<file path="config.mk">
export PLATFORM = sky130hd
export DESIGN_NAME = l2_l4_header_classifier_core
export DESIGN_NICKNAME = d
export VERILOG_FILES = /design/src/sv/hdrcls_pkg.sv /design/src/sv/l2_l4_header_classifier_core.sv
export SDC_FILE = /design/constraint.sdc
export NUM_CORES = 1
export LEC_CHECK = 0
export BUFFER_PORTS_ARGS = -buffer_cell sky130_fd_sc_hd__buf_4
export CAP_MARGIN = 20
export CORE_MARGIN = 4
export CORE_UTILIZATION = 46
export CTS_CLUSTER_DIAMETER = 50
export CTS_CLUSTER_SIZE = 14
export DETAILED_ROUTE_END_ITERATION = 6
export HOLD_SLACK_MARGIN = 0.05
export SLEW_MARGIN = 20
export SYNTH_ARGS = -nofsm -noshare
export SYNTH_HDL_FRONTEND = slang
export SYNTH_SLANG_ARGS = --single-unit
</file>
<file path="constraint.sdc">
create_clock -name aclk -period 16.8 [get_ports aclk]
set_input_delay 1.68 -clock aclk [delete_from_list [all_inputs] [get_ports aclk]]
set_output_delay 1.68 -clock aclk [all_outputs]
set_load 0.02 [all_outputs]
</file>
<file path="src/sv/hdrcls_pkg.sv">
// types and constants shared by the header classifier
package hdrcls_pkg;

    localparam int DEF_COUNT_WIDTH      = 32;
    localparam int DEF_BYTE_COUNT_WIDTH = 48;

    typedef enum logic [1:0] {
        KIND_OTHER = 2'd0,
        KIND_TCP   = 2'd1,
        KIND_UDP   = 2'd2
    } kind_t;

    typedef enum logic [1:0] {
        ETH_OTHER = 2'd0,
        ETH_IPV4  = 2'd1,
        ETH_IPV6  = 2'd2
    } ether_t;

    localparam logic [7:0] PROTO_TCP     = 8'd6;
    localparam logic [7:0] PROTO_UDP     = 8'd17;
    localparam logic [7:0] ETYPE_IPV4_HI = 8'h08;
    localparam logic [7:0] ETYPE_IPV4_LO = 8'h00;
    localparam logic [7:0] ETYPE_IPV6_HI = 8'h86;
    localparam logic [7:0] ETYPE_IPV6_LO = 8'hDD;

    localparam logic [6:0] ETH_HDR_BYTES  = 7'd14;
    localparam logic [5:0] IPV6_HDR_BYTES = 6'd40;
    localparam logic [5:0] UDP_HDR_BYTES  = 6'd8;

    // byte positions within the frame
    localparam logic [15:0] POS_TYPE_HI   = 16'd12;
    localparam logic [15:0] POS_TYPE_LO   = 16'd13;
    localparam logic [15:0] POS_IP_START  = 16'd14;
    localparam logic [15:0] POS_V4_LEN_HI = 16'd16;
    localparam logic [15:0] POS_V4_LEN_LO = 16'd17;
    localparam logic [15:0] POS_V4_PROTO  = 16'd23;
    localparam logic [15:0] POS_V6_LEN_HI = 16'd18;
    localparam logic [15:0] POS_V6_LEN_LO = 16'd19;
    localparam logic [15:0] POS_V6_NEXT   = 16'd20;
    localparam logic [15:0] POS_SAT       = 16'hFFFF;

    // byte offsets within the transport header
    localparam logic [15:0] OFF_SRC_HI   = 16'd0;
    localparam logic [15:0] OFF_SRC_LO   = 16'd1;
    localparam logic [15:0] OFF_DST_HI   = 16'd2;
    localparam logic [15:0] OFF_DST_LO   = 16'd3;
    localparam logic [15:0] OFF_LEN_HI   = 16'd4;
    localparam logic [15:0] OFF_LEN_LO   = 16'd5;
    localparam logic [15:0] OFF_TCP_DOFF = 16'd12;

    typedef struct packed {
        logic [7:0] data_byte;
        logic       frame_end;
    } in_t;

    typedef struct packed {
        kind_t        kind;
        logic [15:0]  source_port;
        logic [15:0]  dest_port;
        logic [5:0]   l4_header_len;
        logic [15:0]  payload_len;
        logic         matched;
        logic [31:0]  frame_count;
        logic [31:0]  tcp_count;
        logic [31:0]  udp_count;
        logic [31:0]  tcp_matched;
        logic [31:0]  udp_matched;
        logic [47:0]  class_bytes;
    } out_t;

    // header fields of a finished frame
    typedef struct packed {
        ether_t       ether_class;
        logic [7:0]   l4_protocol;
        logic [15:0]  ip_length;
        logic [5:0]   ip_header_bytes;
        logic [6:0]   transport_start;
        logic [15:0]  source_port;
        logic [15:0]  dest_port;
        logic [15:0]  l4_len;
        logic [15:0]  last_pos;
    } fin_t;

    // classified frame before the counter update
    typedef struct packed {
        kind_t        kind;
        logic [15:0]  source_port;
        logic [15:0]  dest_port;
        logic [5:0]   l4_header_len;
        logic [15:0]  payload_len;
        logic         matched;
        logic [16:0]  byte_inc;
    } res_t;

endpackage

</file>
<file path="src/sv/l2_l4_header_classifier_core.sv">
// ethernet/ipv4/ipv6 tcp/udp header classifier with filter and running counters
//
// usage
//   s_ channel: one frame byte per transfer, starting at the destination
//   address; frame_end marks the last byte; one per cycle if s_ready is high.
//   m_ channel: one result per frame, issued for the transfer with frame_end
//   set: kind, ports, transport header length, payload length, filter match
//   and the running packet and byte counters after this frame.
//   cfg_wr_en/cfg_wr_data: writes filter_reg, zero matches all tcp/udp packets.
// throughput and result timing
//   one byte per cycle while s_ready is high. m_valid rises once the last
//   byte has passed the capture, classify and counter update registers.
// reset
//   aresetn low clears the per-frame header state, counters, filter and all
//   valid flags.
// stall
//   a result held by m_ready low keeps its value; two more finished frames
//   can queue in the classify stages before s_ready drops.
module l2_l4_header_classifier_core #(
    parameter int COUNT_WIDTH      = hdrcls_pkg::DEF_COUNT_WIDTH,
    parameter int BYTE_COUNT_WIDTH = hdrcls_pkg::DEF_BYTE_COUNT_WIDTH
) (
    input  logic              aclk,
    input  logic              aresetn,
    input  logic              s_valid,
    output logic              s_ready,
    input  hdrcls_pkg::in_t   s_data,
    output logic              m_valid,
    input  logic              m_ready,
    output hdrcls_pkg::out_t  m_data,
    input  logic              cfg_wr_en,
    input  logic [15:0]       cfg_wr_data
);
    import hdrcls_pkg::*;

    // per-frame header state
    logic [15:0] pos_reg, pos_next;
    ether_t      class_reg, class_next;
    logic [5:0]  ihb_reg, ihb_next;
    logic [7:0]  proto_reg, proto_next;
    logic [15:0] iplen_reg, iplen_next;
    logic [6:0]  ts_reg, ts_next;
    logic [15:0] sport_reg, sport_next;
    logic [15:0] dport_reg, dport_next;
    logic [15:0] l4len_reg, l4len_next;
    logic [7:0]  type_hi_reg, type_hi_next;

    // header state after the current byte
    ether_t      upd_class;
    logic [5:0]  upd_ihb;
    logic [7:0]  upd_proto;
    logic [15:0] upd_iplen;
    logic [6:0]  upd_ts;
    logic [15:0] upd_sport;
    logic [15:0] upd_dport;
    logic [15:0] upd_l4len;
    logic [7:0]  upd_type_hi;
    logic [15:0] t_pos;
    logic [15:0] t_off;
    logic        t_ge;
    logic        in_l4;

    logic [15:0] filter_reg;

    logic        fin_valid_reg, fin_valid_next;
    fin_t        fin_reg;
    logic        res_valid_reg, res_valid_next;
    res_t        res_reg;
    res_t        res_calc;
    logic        out_valid_reg, out_valid_next;
    res_t        out_reg;

    logic [COUNT_WIDTH-1:0]      tot_cnt_reg, tcp_cnt_reg, udp_cnt_reg;
    logic [COUNT_WIDTH-1:0]      tcpm_cnt_reg, udpm_cnt_reg;
    logic [BYTE_COUNT_WIDTH-1:0] tcp_octets_reg, udp_octets_reg;

    logic s_xfer;
    logic out_free;
    logic res_adv;
    logic res_free;
    logic fin_adv;
    logic fin_free;

    // classify stage signals
    logic        tcp_ok;
    logic        udp_ok;
    logic [5:0]  ihb_eff;
    logic [17:0] v_tcp;
    logic [17:0] v_udp;
    logic [17:0] v_sel;
    logic [15:0] pl_clamp;

    // handshake
    assign out_free = !out_valid_reg || m_ready;
    assign res_adv  = res_valid_reg && out_free;
    assign res_free = !res_valid_reg || res_adv;
    assign fin_adv  = fin_valid_reg && res_free;
    assign fin_free = !fin_valid_reg || fin_adv;
    assign s_ready  = fin_free;
    assign s_xfer   = s_valid && fin_free;

    assign fin_valid_next = (fin_valid_reg && !fin_adv) || (s_xfer && s_data.frame_end);
    assign res_valid_next = (res_valid_reg && !res_adv) || fin_adv;
    assign out_valid_next = (out_valid_reg && !m_ready) || res_adv;

    // byte capture
    assign t_pos = {9'd0, upd_ts};
    assign t_ge  = pos_reg >= t_pos;
    assign t_off = pos_reg - t_pos;
    assign in_l4 = (upd_class != ETH_OTHER) && (pos_reg >= POS_IP_START) && t_ge
                   && (pos_reg != POS_SAT);

    always_comb begin
        upd_class   = class_reg;
        upd_ihb     = ihb_reg;
        upd_proto   = proto_reg;
        upd_iplen   = iplen_reg;
        upd_ts      = ts_reg;
        upd_type_hi = type_hi_reg;
        if (pos_reg != POS_SAT) begin
            if (pos_reg == POS_TYPE_HI) begin
                upd_type_hi = s_data.data_byte;
            end else if (pos_reg == POS_TYPE_LO) begin
                if (type_hi_reg == ETYPE_IPV4_HI && s_data.data_byte == ETYPE_IPV4_LO) begin
                    upd_class = ETH_IPV4;
                end else if (type_hi_reg == ETYPE_IPV6_HI
                             && s_data.data_byte == ETYPE_IPV6_LO) begin
                    upd_class = ETH_IPV6;
                    upd_ihb   = IPV6_HDR_BYTES;
                    upd_ts    = ETH_HDR_BYTES + {1'b0, IPV6_HDR_BYTES};
                end else begin
                    upd_class = ETH_OTHER;
                end
            end
            if (upd_class == ETH_IPV4) begin
                if (pos_reg == POS_IP_START) begin
                    upd_ihb = {s_data.data_byte[3:0], 2'b00};
                    upd_ts  = ETH_HDR_BYTES + {1'b0, s_data.data_byte[3:0], 2'b00};
                end
                if (pos_reg == POS_V4_LEN_HI) upd_iplen[15:8] = s_data.data_byte;
                if (pos_reg == POS_V4_LEN_LO) upd_iplen[7:0] = s_data.data_byte;
                if (pos_reg == POS_V4_PROTO) upd_proto = s_data.data_byte;
            end else if (upd_class == ETH_IPV6) begin
                if (pos_reg == POS_V6_LEN_HI) upd_iplen[15:8] = s_data.data_byte;
                if (pos_reg == POS_V6_LEN_LO) upd_iplen[7:0] = s_data.data_byte;
                if (pos_reg == POS_V6_NEXT) upd_proto = s_data.data_byte;
            end
        end
    end

    always_comb begin
        upd_sport = sport_reg;
        upd_dport = dport_reg;
        upd_l4len = l4len_reg;
        if (in_l4) begin
            if (t_off == OFF_SRC_HI) upd_sport[15:8] = s_data.data_byte;
            if (t_off == OFF_SRC_LO) upd_sport[7:0] = s_data.data_byte;
            if (t_off == OFF_DST_HI) upd_dport[15:8] = s_data.data_byte;
            if (t_off == OFF_DST_LO) upd_dport[7:0] = s_data.data_byte;
            if (t_off == OFF_LEN_HI) upd_l4len[15:8] = s_data.data_byte;
            if (t_off == OFF_LEN_LO) upd_l4len[7:0] = s_data.data_byte;
            if (t_off == OFF_TCP_DOFF && upd_proto == PROTO_TCP) begin
                upd_l4len = {10'd0, s_data.data_byte[7:4], 2'b00};
            end
        end
    end

    always_comb begin
        pos_next     = pos_reg;
        class_next   = class_reg;
        ihb_next     = ihb_reg;
        proto_next   = proto_reg;
        iplen_next   = iplen_reg;
        ts_next      = ts_reg;
        sport_next   = sport_reg;
        dport_next   = dport_reg;
        l4len_next   = l4len_reg;
        type_hi_next = type_hi_reg;
        if (s_xfer) begin
            if (s_data.frame_end) begin
                pos_next     = '0;
                class_next   = ETH_OTHER;
                ihb_next     = '0;
                proto_next   = '0;
                iplen_next   = '0;
                ts_next      = '0;
                sport_next   = '0;
                dport_next   = '0;
                l4len_next   = '0;
                type_hi_next = '0;
            end else begin
                pos_next     = (pos_reg == POS_SAT) ? pos_reg : pos_reg + 16'd1;
                class_next   = upd_class;
                ihb_next     = upd_ihb;
                proto_next   = upd_proto;
                iplen_next   = upd_iplen;
                ts_next      = upd_ts;
                sport_next   = upd_sport;
                dport_next   = upd_dport;
                l4len_next   = upd_l4len;
                type_hi_next = upd_type_hi;
            end
        end
    end

    // classify
    assign tcp_ok = (fin_reg.ether_class != ETH_OTHER) && (fin_reg.last_pos != POS_SAT)
                    && (fin_reg.l4_protocol == PROTO_TCP)
                    && (fin_reg.last_pos >= ({9'd0, fin_reg.transport_start} + OFF_TCP_DOFF));
    assign udp_ok = (fin_reg.ether_class != ETH_OTHER) && (fin_reg.last_pos != POS_SAT)
                    && (fin_reg.l4_protocol == PROTO_UDP)
                    && (fin_reg.last_pos >= ({9'd0, fin_reg.transport_start} + OFF_LEN_LO));
    assign ihb_eff  = (fin_reg.ether_class == ETH_IPV4) ? fin_reg.ip_header_bytes : 6'd0;
    assign v_tcp    = {2'b00, fin_reg.ip_length} - {12'd0, ihb_eff}
                      - {12'd0, fin_reg.l4_len[5:0]};
    assign v_udp    = {2'b00, fin_reg.l4_len} - {12'd0, UDP_HDR_BYTES};
    assign v_sel    = tcp_ok ? v_tcp : v_udp;
    assign pl_clamp = v_sel[17] ? 16'd0 : v_sel[15:0];

    always_comb begin
        res_calc = '0;
        if (tcp_ok || udp_ok) begin
            res_calc.kind        = tcp_ok ? KIND_TCP : KIND_UDP;
            res_calc.source_port = fin_reg.source_port;
            res_calc.dest_port   = fin_reg.dest_port;
            res_calc.payload_len = pl_clamp;
            res_calc.matched     = (filter_reg == 16'd0) || (fin_reg.source_port == filter_reg)
                                   || (fin_reg.dest_port == filter_reg);
            if (tcp_ok) begin
                res_calc.l4_header_len = fin_reg.l4_len[5:0];
                res_calc.byte_inc      = {11'd0, fin_reg.l4_len[5:0]} + {1'b0, pl_clamp};
            end else begin
                res_calc.l4_header_len = UDP_HDR_BYTES;
                res_calc.byte_inc      = {1'b0, fin_reg.l4_len};
            end
        end
    end

    // control registers
    always_ff @(posedge aclk) begin
        if (!aresetn) begin
            pos_reg        <= '0;
            class_reg      <= ETH_OTHER;
            ihb_reg        <= '0;
            proto_reg      <= '0;
            iplen_reg      <= '0;
            ts_reg         <= '0;
            sport_reg      <= '0;
            dport_reg      <= '0;
            l4len_reg      <= '0;
            type_hi_reg    <= '0;
            filter_reg     <= '0;
            fin_valid_reg  <= 1'b0;
            res_valid_reg  <= 1'b0;
            out_valid_reg  <= 1'b0;
            tot_cnt_reg    <= '0;
            tcp_cnt_reg    <= '0;
            udp_cnt_reg    <= '0;
            tcpm_cnt_reg   <= '0;
            udpm_cnt_reg   <= '0;
            tcp_octets_reg <= '0;
            udp_octets_reg <= '0;
        end else begin
            pos_reg       <= pos_next;
            class_reg     <= class_next;
            ihb_reg       <= ihb_next;
            proto_reg     <= proto_next;
            iplen_reg     <= iplen_next;
            ts_reg        <= ts_next;
            sport_reg     <= sport_next;
            dport_reg     <= dport_next;
            l4len_reg     <= l4len_next;
            type_hi_reg   <= type_hi_next;
            fin_valid_reg <= fin_valid_next;
            res_valid_reg <= res_valid_next;
            out_valid_reg <= out_valid_next;
            if (cfg_wr_en) begin
                filter_reg <= cfg_wr_data;
            end
            if (res_adv) begin
                tot_cnt_reg <= tot_cnt_reg + COUNT_WIDTH'(1);
                if (res_reg.kind == KIND_TCP) begin
                    tcp_cnt_reg    <= tcp_cnt_reg + COUNT_WIDTH'(1);
                    tcp_octets_reg <= tcp_octets_reg + BYTE_COUNT_WIDTH'(res_reg.byte_inc);
                    if (res_reg.matched) begin
                        tcpm_cnt_reg <= tcpm_cnt_reg + COUNT_WIDTH'(1);
                    end
                end
                if (res_reg.kind == KIND_UDP) begin
                    udp_cnt_reg    <= udp_cnt_reg + COUNT_WIDTH'(1);
                    udp_octets_reg <= udp_octets_reg + BYTE_COUNT_WIDTH'(res_reg.byte_inc);
                    if (res_reg.matched) begin
                        udpm_cnt_reg <= udpm_cnt_reg + COUNT_WIDTH'(1);
                    end
                end
            end
        end
    end

    // payload registers
    always_ff @(posedge aclk) begin
        if (s_xfer && s_data.frame_end) begin
            fin_reg.ether_class     <= upd_class;
            fin_reg.l4_protocol     <= upd_proto;
            fin_reg.ip_length       <= upd_iplen;
            fin_reg.ip_header_bytes <= upd_ihb;
            fin_reg.transport_start <= upd_ts;
            fin_reg.source_port     <= upd_sport;
            fin_reg.dest_port       <= upd_dport;
            fin_reg.l4_len          <= upd_l4len;
            fin_reg.last_pos        <= pos_reg;
        end
        if (fin_adv) begin
            res_reg <= res_calc;
        end
        if (res_adv) begin
            out_reg <= res_reg;
        end
    end

    // result port, counters already hold the values after this frame
    assign m_valid = out_valid_reg;

    always_comb begin
        m_data               = '0;
        m_data.kind          = out_reg.kind;
        m_data.source_port   = out_reg.source_port;
        m_data.dest_port     = out_reg.dest_port;
        m_data.l4_header_len = out_reg.l4_header_len;
        m_data.payload_len   = out_reg.payload_len;
        m_data.matched       = out_reg.matched;
        m_data.frame_count   = 32'(tot_cnt_reg);
        m_data.tcp_count     = 32'(tcp_cnt_reg);
        m_data.udp_count     = 32'(udp_cnt_reg);
        m_data.tcp_matched   = 32'(tcpm_cnt_reg);
        m_data.udp_matched   = 32'(udpm_cnt_reg);
        case (out_reg.kind)
            KIND_TCP: m_data.class_bytes = 48'(tcp_octets_reg);
            KIND_UDP: m_data.class_bytes = 48'(udp_octets_reg);
            default:  m_data.class_bytes = 48'd0;
        endcase
    end

`ifndef SYNTH
    a_frame_clear: assert property (@(posedge aclk) disable iff (!aresetn)
        s_valid && s_ready && s_data.frame_end |=> pos_reg == 16'd0 && class_reg == ETH_OTHER)
        else $error("per-frame state not cleared after last byte");

    a_other_zero: assert property (@(posedge aclk) disable iff (!aresetn)
        m_valid && m_data.kind == KIND_OTHER |-> m_data.source_port == 16'd0
            && m_data.dest_port == 16'd0 && m_data.l4_header_len == 6'd0
            && m_data.payload_len == 16'd0 && !m_data.matched && m_data.class_bytes == 48'd0)
        else $error("unclassified frame carries transport fields");

    a_udp_hdr: assert property (@(posedge aclk) disable iff (!aresetn)
        m_valid && m_data.kind == KIND_UDP |-> m_data.l4_header_len == UDP_HDR_BYTES)
        else $error("udp result with wrong header length");

    a_res_to_out: assert property (@(posedge aclk) disable iff (!aresetn)
        res_adv |=> m_valid)
        else $error("classified frame lost before result register");
`endif

endmodule
</file>
# [Word-level counts from Yosys, hierarchy flattened]
# Cells that the tools add are included.
[totals] in_bits=30 reg_bits=620 output_inout_bits=267
[classes] n_addsub=16 n_eq_ne=34 n_reduce_logical=47 mux=62 order_cmp=4
[ops] operator="$mux W16" n=15
[ops] operator="$add A32 B1 Y32 const B" n=5
[ops] operator="$mux W8" n=19
[ops] operator="$add A48 B17 Y48" n=2
[ops] operator="$eq A16 B5 Y1 const B" n=6
[ops] operator="$pmux W48 S2" n=1
[ops] operator="$eq A16 B4 Y1 const B" n=4
[ops] operator="$mux W7" n=8
[ops] operator="$mux W6" n=9
[ops] operator="$eq A16 B16 Y1" n=2
[ops] operator="$eq A16 B2 Y1 const B" n=2
[ops] operator="$eq A16 B3 Y1 const B" n=2
[ops] operator="$ge A16 B8 Y1" n=2
[ops] operator="$logic_not A16 Y1" n=2
[ops] operator="$ne A16 B16 Y1 const B" n=2
[ops] operator="$logic_and A1 B1 Y1" n=18
[ops] operator="$mux W18" n=1
[ops] operator="$sub A17 B7 Y18" n=1
[ops] operator="$add A6 B16 Y17" n=1
[ops] operator="$sub A16 B4 Y17 const B" n=1
[ops] operator="$sub A16 B6 Y17" n=1
[ops] operator="$add A16 B1 Y16 const B" n=1
[ops] operator="$eq A16 B1 Y1 const B" n=1
[ops] operator="$eq A16 B16 Y1 const B" n=1
[ops] operator="21 further kinds" n=56

# [Logic depth before layout (Yosys ltp)]
# Gate-level depths: netlist of run 1.
[logic_depth] ltp_word=16 depth_mapped=27 ltp_nobuf=26

# [Least setup slack after synthesis of run 1]
# Ideal clock, no wire load.
[synth_timing] path_kind="input port to flip-flop" from="in m_ready" to="reg res_reg[0] (netlist name) (enable)" setup_time_ns=0.619 path_buffers=0 stages=2 t_required_ns=16.181 t_arrival_ns=7.163 setup_slack_ns=9.018 cell_sequence="nor2b_1 -> a21boi_0"
[synth_via] elab_chain_cells=4
[synth_rtl] item="start, declared" line="l2_l4_header_classifier_core.sv:29" rtl="input logic m_ready,"
[synth_rtl] item="$logic_or A1 B1 Y1" line="l2_l4_header_classifier_core.sv:94" rtl="assign out_free = !out_valid_reg || m_ready;"
[synth_rtl] item="$logic_and A1 B1 Y1" line="l2_l4_header_classifier_core.sv:95" rtl="assign res_adv = res_valid_reg && out_free;"
[synth_rtl] item="$logic_or A1 B1 Y1" line="l2_l4_header_classifier_core.sv:96" rtl="assign res_free = !res_valid_reg || res_adv;"
[synth_rtl] item="$logic_and A1 B1 Y1" line="l2_l4_header_classifier_core.sv:97" rtl="assign fin_adv = fin_valid_reg && res_free;"
[synth_rtl] item="named net fin_adv" line="l2_l4_header_classifier_core.sv:81" rtl="logic fin_adv;"
[synth_rtl] item="end signal, assigned" line="l2_l4_header_classifier_core.sv:314" rtl="res_reg <= res_calc;"
[synth_rtl] item="end, declared" line="l2_l4_header_classifier_core.sv:68" rtl="res_t res_reg;"
# The timed path passes the listed nets, and every way through them passes these cells.
# A chain may end at the register's enable or synchronous reset.

# [Worst setup path in the final report of run 1]
[layout_timing] from="in s_data[4] (netlist name)" to="reg dport_reg[11]"
[layout_via] elab_chain_cells=15
[layout_rtl] item="start, declared" line="l2_l4_header_classifier_core.sv:27" rtl="input hdrcls_pkg::in_t s_data,"
[layout_rtl] item="$eq A8 B8 Y1" line="l2_l4_header_classifier_core.sv:127" rtl="&& s_data.data_byte == ETYPE_IPV6_LO) begin"
[layout_rtl] item="$logic_and A1 B1 Y1" line="l2_l4_header_classifier_core.sv:127"
[layout_rtl] item="$mux W2" line="l2_l4_header_classifier_core.sv:126" rtl="end else if (type_hi_reg == ETYPE_IPV6_HI"
[layout_rtl] item="$mux W2" line="l2_l4_header_classifier_core.sv:124" rtl="if (type_hi_reg == ETYPE_IPV4_HI && s_data.data_byte == ETYPE_IPV4_LO) begin"
[layout_rtl] item="$mux W2" line="l2_l4_header_classifier_core.sv:123" rtl="end else if (pos_reg == POS_TYPE_LO) begin"
[layout_rtl] item="$mux W2" line="l2_l4_header_classifier_core.sv:121" rtl="if (pos_reg == POS_TYPE_HI) begin"
[layout_rtl] item="$mux W2" line="l2_l4_header_classifier_core.sv:120" rtl="if (pos_reg != POS_SAT) begin"
[layout_rtl] item="$eq A2 B1 Y1" line="l2_l4_header_classifier_core.sv:135" rtl="if (upd_class == ETH_IPV4) begin"
[layout_rtl] item="$mux W7" line="l2_l4_header_classifier_core.sv:135"
[layout_rtl] item="$mux W7" line="l2_l4_header_classifier_core.sv:120"
[layout_rtl] item="$sub A16 B7 Y16 or $ge A16 B7 Y1 (tied branches)" line="l2_l4_header_classifier_core.sv:109, l2_l4_header_classifier_core.sv:108"
[layout_rtl] item="$eq A16 B2 Y1 or $logic_and A1 B1 Y1 (tied branches)" line="l2_l4_header_classifier_core.sv:158, l2_l4_header_classifier_core.sv:110"
[layout_rtl] item="$mux W8 or $logic_and A1 B1 Y1 (tied branches)" line="l2_l4_header_classifier_core.sv:158, l2_l4_header_classifier_core.sv:111"
[layout_rtl] item="$mux W16 (*)" line="l2_l4_header_classifier_core.sv:155" rtl="if (in_l4) begin"
[layout_rtl] item="$mux W16 (*)" line="l2_l4_header_classifier_core.sv:180" rtl="if (s_data.frame_end) begin"
[layout_rtl] item="end signal, assigned" line="l2_l4_header_classifier_core.sv:271" rtl="dport_reg <= dport_next;"
[layout_rtl] item="end, declared" line="l2_l4_header_classifier_core.sv:44" rtl="logic [15:0] dport_reg, dport_next;"
# Every way passes the cells marked *; elsewhere a longest branch is shown, timed or not. The select of a mux whose other input is x is not followed.

==> impl_results.md, run 1 <==
* Sequential cell area at 14800 µm²
* Root buffer cell: clkbuf_16
* Clk pin slew, worst setup/hold paths at 70 ps
* Mux contribution to synthesized area at 3.21%
* H-tree levels at 3
* Internal at 2.54 mW
* Full die area at 69500 µm²
* Leading area contributor after synthesis: dfxtp_1
* Critical path's slowest cell: a21oi_1
* Commonest cells post-synth: nor2_1 (417), dfxtp_1 (386), nand2_1 (255), edfxtp_1 (234), xor2_1 (172)
* Setup Buffers After CTS at 0
* Count of final setup violators at 0
* Synthesized cell area at 30000 µm²
* Tmin final at 7250 ps
* Clock Power Share at 47.0%
* Crit path from: s_data[4]
* Die Height at 264 µm
* Sw Ratio at 23.5%
* Most frequent cell after synthesis: nor2_1
* P&R area growth vs syn at 17.9%
* First-pass GRT wire length at 129000 µm
* LEAKAGE at 13.2 nW
* Largest register FFs at 103
* DRC Markers at 0
* CP Class: input port to register
* Detailed-route via count at 24000
* Peak Freq at 138 MHz
* Multi-input logic area at 14500 µm²
* Final Wtd Congestion at 0.871
* Pin count of the biggest net entering global routing at 153
* Slack of the critical path at 9550 ps
* Die X at 264 µm
* Routed WL per cell at 19.0 µm
* Slew Viols, Final at 0
* Mean Syn Cell Area at 9.65 µm²
* Hold crit path type: register to register
* PD cells at 93.7 nW/µm²
* Top cell type's share of synthesized area at 25.7%
* Worst Path Buf+Inv at 1
* Skew-Pair Late Insertion Delay at 600 ps
* Buffers on Ports at 296
* Unique masters post-synth at 84
* Design area at 35400 µm²
* Final WL at 81500 µm
* Pre-CTS setup slack at 9100 ps
* TritonRoute pass-1 iters at 5
* Row Count at 93
* Levels on crit path at 19
* XOR/XNOR share of the synthesized area at 8.05%
* Slowest stage delay, CP at 660 ps
* Yosys warns at 0
* Adder-Cell Fraction of Synth Area at 4.32%
* Worst-margin pin slew at 1130 ps
* TritonCTS Buffers at 72
* Clock Tree Buf Depth at 3
* Clock sinks at 620
* Post-CTS Resized at 0
* Worst endpoint required time at 17260 ps
* Psw at 781 µW
* Hold path cells at 0
* R2R depth at 19
* Outcome: complete, no violations
* Fin Setup TNS at 0 ps
* Syn nets at 3244
* Post-Synthesis Cells at 3114
* FF-to-FF Start: pos_reg[11]
* GR Overflow Total at 0
* Sequential cell fraction of total power at 48.2%
* Cells taking the most area after synthesis: dfxtp_1 (26%), edfxtp_1 (23%), nor2_1 (5.2%), xor2_1 (5.0%), ha_1 (3.9%)
* Final hold vios at 0
* Critical path arrival at 7710 ps
* Worst-path cell chain: buf_4, nor4_1, nand4b_1, or2_2, o21ai_0, and3_1, nand2b_1, nor2_1, ha_1, nor2b_1, o21ai_0, a21boi_1, o41a_1, o21ai_0, nand4_1, nor2_1, nand4_1, a21oi_1, o22ai_1
* Fillers at 5760
* Placed inst area at 33000 µm²
* 1st-iter DRT viols at 1708
* HPWL Detailed at 58200 µm
* Largest family of logic cells by synthesized area: simple AND/OR/NAND/NOR gates
* Final Power at 3.32 mW
* CP max FO at 19
* Final Skew at 25.5 ps
* Seq/Total Area, Yosys at 49.1%
* Max_cap viols at 0
* Compound-gate portion of the synthesized area at 12.2%
* Min-delay src: res_reg[35]
* Top flip-flop cell by instance count after synthesis: dfxtp_1
* Initial antenna violation count at 0
* CP dominant cell by count: o21ai_0
* Relative slew slack at 24.2%
* RSZ-0062 raised after global routing: false
* Initial Util at 46.5%
* Asr flop ratio synth at 0%
* Vias/cell at 5.62
* Crit start category: input port
* EDFF count, synth at 234
* IO Count at 297
* Synth Area in Simple Gates at 20.2%
* Nets at 3495
* Gr usage total at 22.6%
* VDD IR max at 0.0664 mV
* Core area at 64600 µm²
* R2r setup slk at 9910 ps
* Routed Antenna Nets at 0
* Post-synthesis register bit count at 620
* Share of layout cells above drive strength 1 at 15.3%
* Cts hold-fix bufs at 0
* Tcrit/Tclk final at 43.1%
* CTS tree: built
* CP top delay family: simple AND/OR/NAND/NOR gates
* Diode count at 0
* Gate power share at 4.8%
* Vias in the first global route at 23300
* CP Capture Type: register
-- layout make-up --
cell class	instances	share of cell area [%]
inverters	89	0.964
clock inverters	40	1.17
flip-flops and latches	620	41.7
repair buffers	318	6.78
well taps	855	3.02
multi-input cells	2264	40.9
clock buffers	92	5.54
-- layer usage --
layer  share of wire [%]  vias to the layer above  GRT usage, %
met5                   0                        -             0
met4                 3.1                        0          7.15
met3                 4.6                      149          3.49
met2                  49                      612          39.1
met1                  43                    11600          29.0
li1                    -                    11700             -
-- kinds of logic after synthesis --
group | Yosys count
compound gates | 556
fa+ha+maj | 100
flops | 620
xor+xnor | 276
buf+inv | 230
simple gates | 1243
mux | 89
-- power by group through the flow --
stage	clock (mW)	sequential, mW	combinational, mW
2_1_floorplan	0	1.63	0.110
3_3_place_gp	0	1.63	0.155
3_5_place_dp	0	1.63	0.159
4_1_cts	1.60	1.60	0.160
5_1_grt	1.67	1.60	0.176
6_report	1.56	1.60	0.160
-- final timing paths --
path | endpoint
setup / recovery | dport_reg[11]
hold / removal | m_data[226]
setup reg to reg | dport_reg[11]
hold reg to reg | m_data[226]
-- cell usage in the layout (no fill, tap or decap), drive strengths merged, types with 19 or more instances in the layout --
cell type and n:
or3 64, xnor2 104, nor4 39, buf 318
a22o 29, and2 27, nor3 48, nor2 417
ha 94, edfxtp 234, a22oi 97, inv 106
nor2b 57, and4 20, o21ai 105, dfxtp 386
mux2 56, nand4 55, mux2i 33, xor2 172
o21a 20, nand2b 20, a21oi 151, a21o 23
o22ai 19, clkbuf 92, nand3 130, nand2 255
and3 51
-- through the flow --
stage	hold slack (ps)	utilization, %	cells
floorplan	400	-	3114
global placement	401	51.1	4145
detailed placement	406	51.2	4146
CTS	408	54.8	4278
global route	421	54.8	4278
finish	414	54.8	4278
Power figures use the tool's default switching activity.
==> run 2: changes to the inputs <==
==> constraint.sdc (replaced) <==
create_clock -name aclk -period 7.4 [get_ports aclk]
set_input_delay 0.74 -clock aclk [delete_from_list [all_inputs] [get_ports aclk]]
set_output_delay 0.74 -clock aclk [all_outputs]
set_load 0.02 [all_outputs]
==> run 2 against run 1 <==
  * Worst hold slack worse by 57 ps
  * Setup slack got worse by 9000 ps
  * Final area up 0.51%
  * Global-route usage up 0.27 points
  * Critical path type is now register to register
  * Critical endpoint is now dport_reg[15]
  * Largest power group is now clock
  * Highest routed layer unchanged
==> impl_results.md, run 2 (synthesis gave the netlist of run 1 again) <==
* Outcome: complete, no violations
* TritonCTS Buffers at 73 (+1.4%)
* CTS tree: built
* CP max FO at 16 (-3)
* First-pass GRT wire length at 131000 µm (+1.4%)
* H-tree levels at 3 (unchanged)
* Largest register FFs at 103 (unchanged)
* TritonRoute pass-1 iters at 6 (+1)
* LEAKAGE at 13.3 nW (+0.53%)
* Die X at 264 µm (unchanged)
* Critical path arrival at 7310 ps (-400 ps)
* Final hold vios at 0 (unchanged)
* CP Capture Type: register
* Routed WL per cell at 19.2 µm (+0.73%)
* Final WL at 82100 µm (+0.73%)
* Hold crit path type: input port to register
* Row Count at 93 (unchanged)
* Detailed-route via count at 24000 (-0.087%)
* Nets at 3494 (-0.029%)
* Max_cap viols at 0 (unchanged)
* P&R area growth vs syn at 18.5%
* Fillers at 5740 (-0.35%)
* Vias/cell at 5.62 (about the same)
* Crit path from: pos_reg[11]
* Die Height at 264 µm (unchanged)
* R2R depth at 19 (unchanged)
* Post-CTS Resized at 0 (unchanged)
* IO Count at 297 (unchanged)
* FF-to-FF Start: pos_reg[11]
* Routed Antenna Nets at 0 (unchanged)
* Clock Tree Buf Depth at 3 (unchanged)
* Met1 usage at 29.2% (+0.17 points)
* Worst r2r dst: dport_reg[15]
* Clock sinks at 620 (unchanged)
* Commonest non-fill, non-tap cells in the layout: nor2_1 (415), dfxtp_1 (386), buf_4 (314), nand2_1 (255), edfxtp_1 (234)
* M2 GR Usage at 40.0% (+0.83 points)
* Relative slew slack at 26.3% (+2.1 points)
* Tcrit/Tclk final at 92.6%
* Core area at 64600 µm² (unchanged)
* Design area at 35600 µm² (+0.51%)
* Buffers on Ports at 296 (unchanged)
* Gr usage total at 22.8% (+0.27 points)
* Fin Setup TNS at 0 ps (unchanged)
* Dpl cells at 4143 (-0.072%)
* Worst setup endpoint: dport_reg[15]
* Crit start category: register
* Most used routing layer in global routing: met2
* Placed inst area at 33000 µm² (about the same)
* Slew Viols, Final at 0 (unchanged)
* HPWL Detailed at 58700 µm (+0.81%)
* Sequential cell area at 14800 µm² (unchanged)
* Diode count at 0 (unchanged)
* Peak Freq at 146 MHz
* Slack of the critical path at 550 ps (-9000 ps)
* GR Layer Usage met3 at 3.84% (+0.36 points)
* Setup Buffers After CTS at 0 (unchanged)
* VDD IR max at 0.146 mV (+120%)
* Skew-Pair Late Insertion Delay at 630 ps (+30 ps)
* Final Wtd Congestion at 0.900 (+3.4%)
* Clk pin slew, worst setup/hold paths at 60 ps (about the same)
* Multi-input logic area at 14500 µm² (about the same)
* R2r setup slk at 550 ps (-9360 ps)
* PD cells at 217 nW/µm² (+130%)
* Finished Core Util at 55.1% (+0.28 points)
* RSZ-0062 raised after global routing: false
* Pin count of the biggest net entering global routing at 168 (+9.8%)
* Worst endpoint required time at 7860 ps (-9400 ps)
* Count of final setup violators at 0 (unchanged)
* Vias in the first global route at 23700 (+1.3%)
* GR Overflow Total at 0 (unchanged)
* Tmin final at 6850 ps
* Full die area at 69500 µm² (unchanged)
* Root buffer cell: clkbuf_16
* Pre-CTS setup slack at 513 ps (-8590 ps)
* 1st-iter DRT viols at 1741 (+1.9%)
* Share of layout cells above drive strength 1 at 15.5% (+0.20 points)
* CP Class: register to register
* Initial Util at 46.5% (unchanged)
* Worst-margin pin slew at 1100 ps (-29.4 ps)
* Worst hold margin at 357 ps (-56.9 ps)
* Non-filler cells, final at 4278 (unchanged)
* Final Power at 7.74 mW (+130%)
* Most common cell after layout, fill and taps aside: nor2_1
* Final Skew at 22.8 ps (-2.75 ps)
* Cts hold-fix bufs at 0 (unchanged)
* DRC Markers at 0 (unchanged)
* Initial antenna violation count at 0 (unchanged)
-- run 2: changes by cell type in the layout (fill, tap and decap cells not counted), moves of 2 or more --
| cell | delta |
|---|---|
| buf_4 | -3 |
| bufinv_16 | +2 |
| clkbuf_1 | -6 |
| clkbuf_8 | +3 |
| clkinv_1 | -2 |
| clkinv_4 | +2 |
| clkinv_8 | +3 |
| clkinvlp_4 | +2 |
| inv_16 | +2 |
| inv_4 | -4 |
-- run 2: final cells by class --
cell class,instances,share of cell area (%)
clock buffers,88,5.49
clock inverters,46,1.68
inverters,89,0.960
multi-input cells,2264,40.7
flip-flops and latches,620,41.4
well taps,855,3.01
repair buffers,316,6.76
-- run 2: worst min-delay path by stage --
stage                     depth (start not counted)              to       startpoint
after floorplan                                   0     m_data[209]      res_reg[18]
after global placement                            0     m_data[232]      res_reg[41]
after detailed placement                          0     m_data[216]      res_reg[25]
after CTS                                         3   filter_reg[8]   cfg_wr_data[8]
after global routing                              3   filter_reg[3]   cfg_wr_data[3]
final                                             3  filter_reg[15]  cfg_wr_data[15]
-- run 2: per-layer routing --
layer,routed length [µm],share of wire [%]
met5,0,0
met4,2100,2.6
met3,4120,5.0
met2,40600,49
met1,35300,43
-- run 2: where the power goes --
group	internal, mW	total, mW	switching (mW)
Sequential	3.58	3.63	0.0513
Combinational	0.123	0.369	0.246
Clock	2.17	3.74	1.57
Total	5.87	7.74	1.87
-- run 2: critical path: stages, from the launching register on --
cell      delay, ps
dfxtp_1         350
nor4_1          650
nor2b_1         400
nand3_1         170
or2_2           300
o21ai_0         110
and3_1          580
nand2b_1        260
nor2_1          120
ha_1            300
nor2b_1         130
o21ai_0         220
a21boi_1        170
o41a_1          370
o21ai_0         150
nand4_1         360
nor2_1          690
nand4_1         550
a21oi_1         680
o22ai_1         150
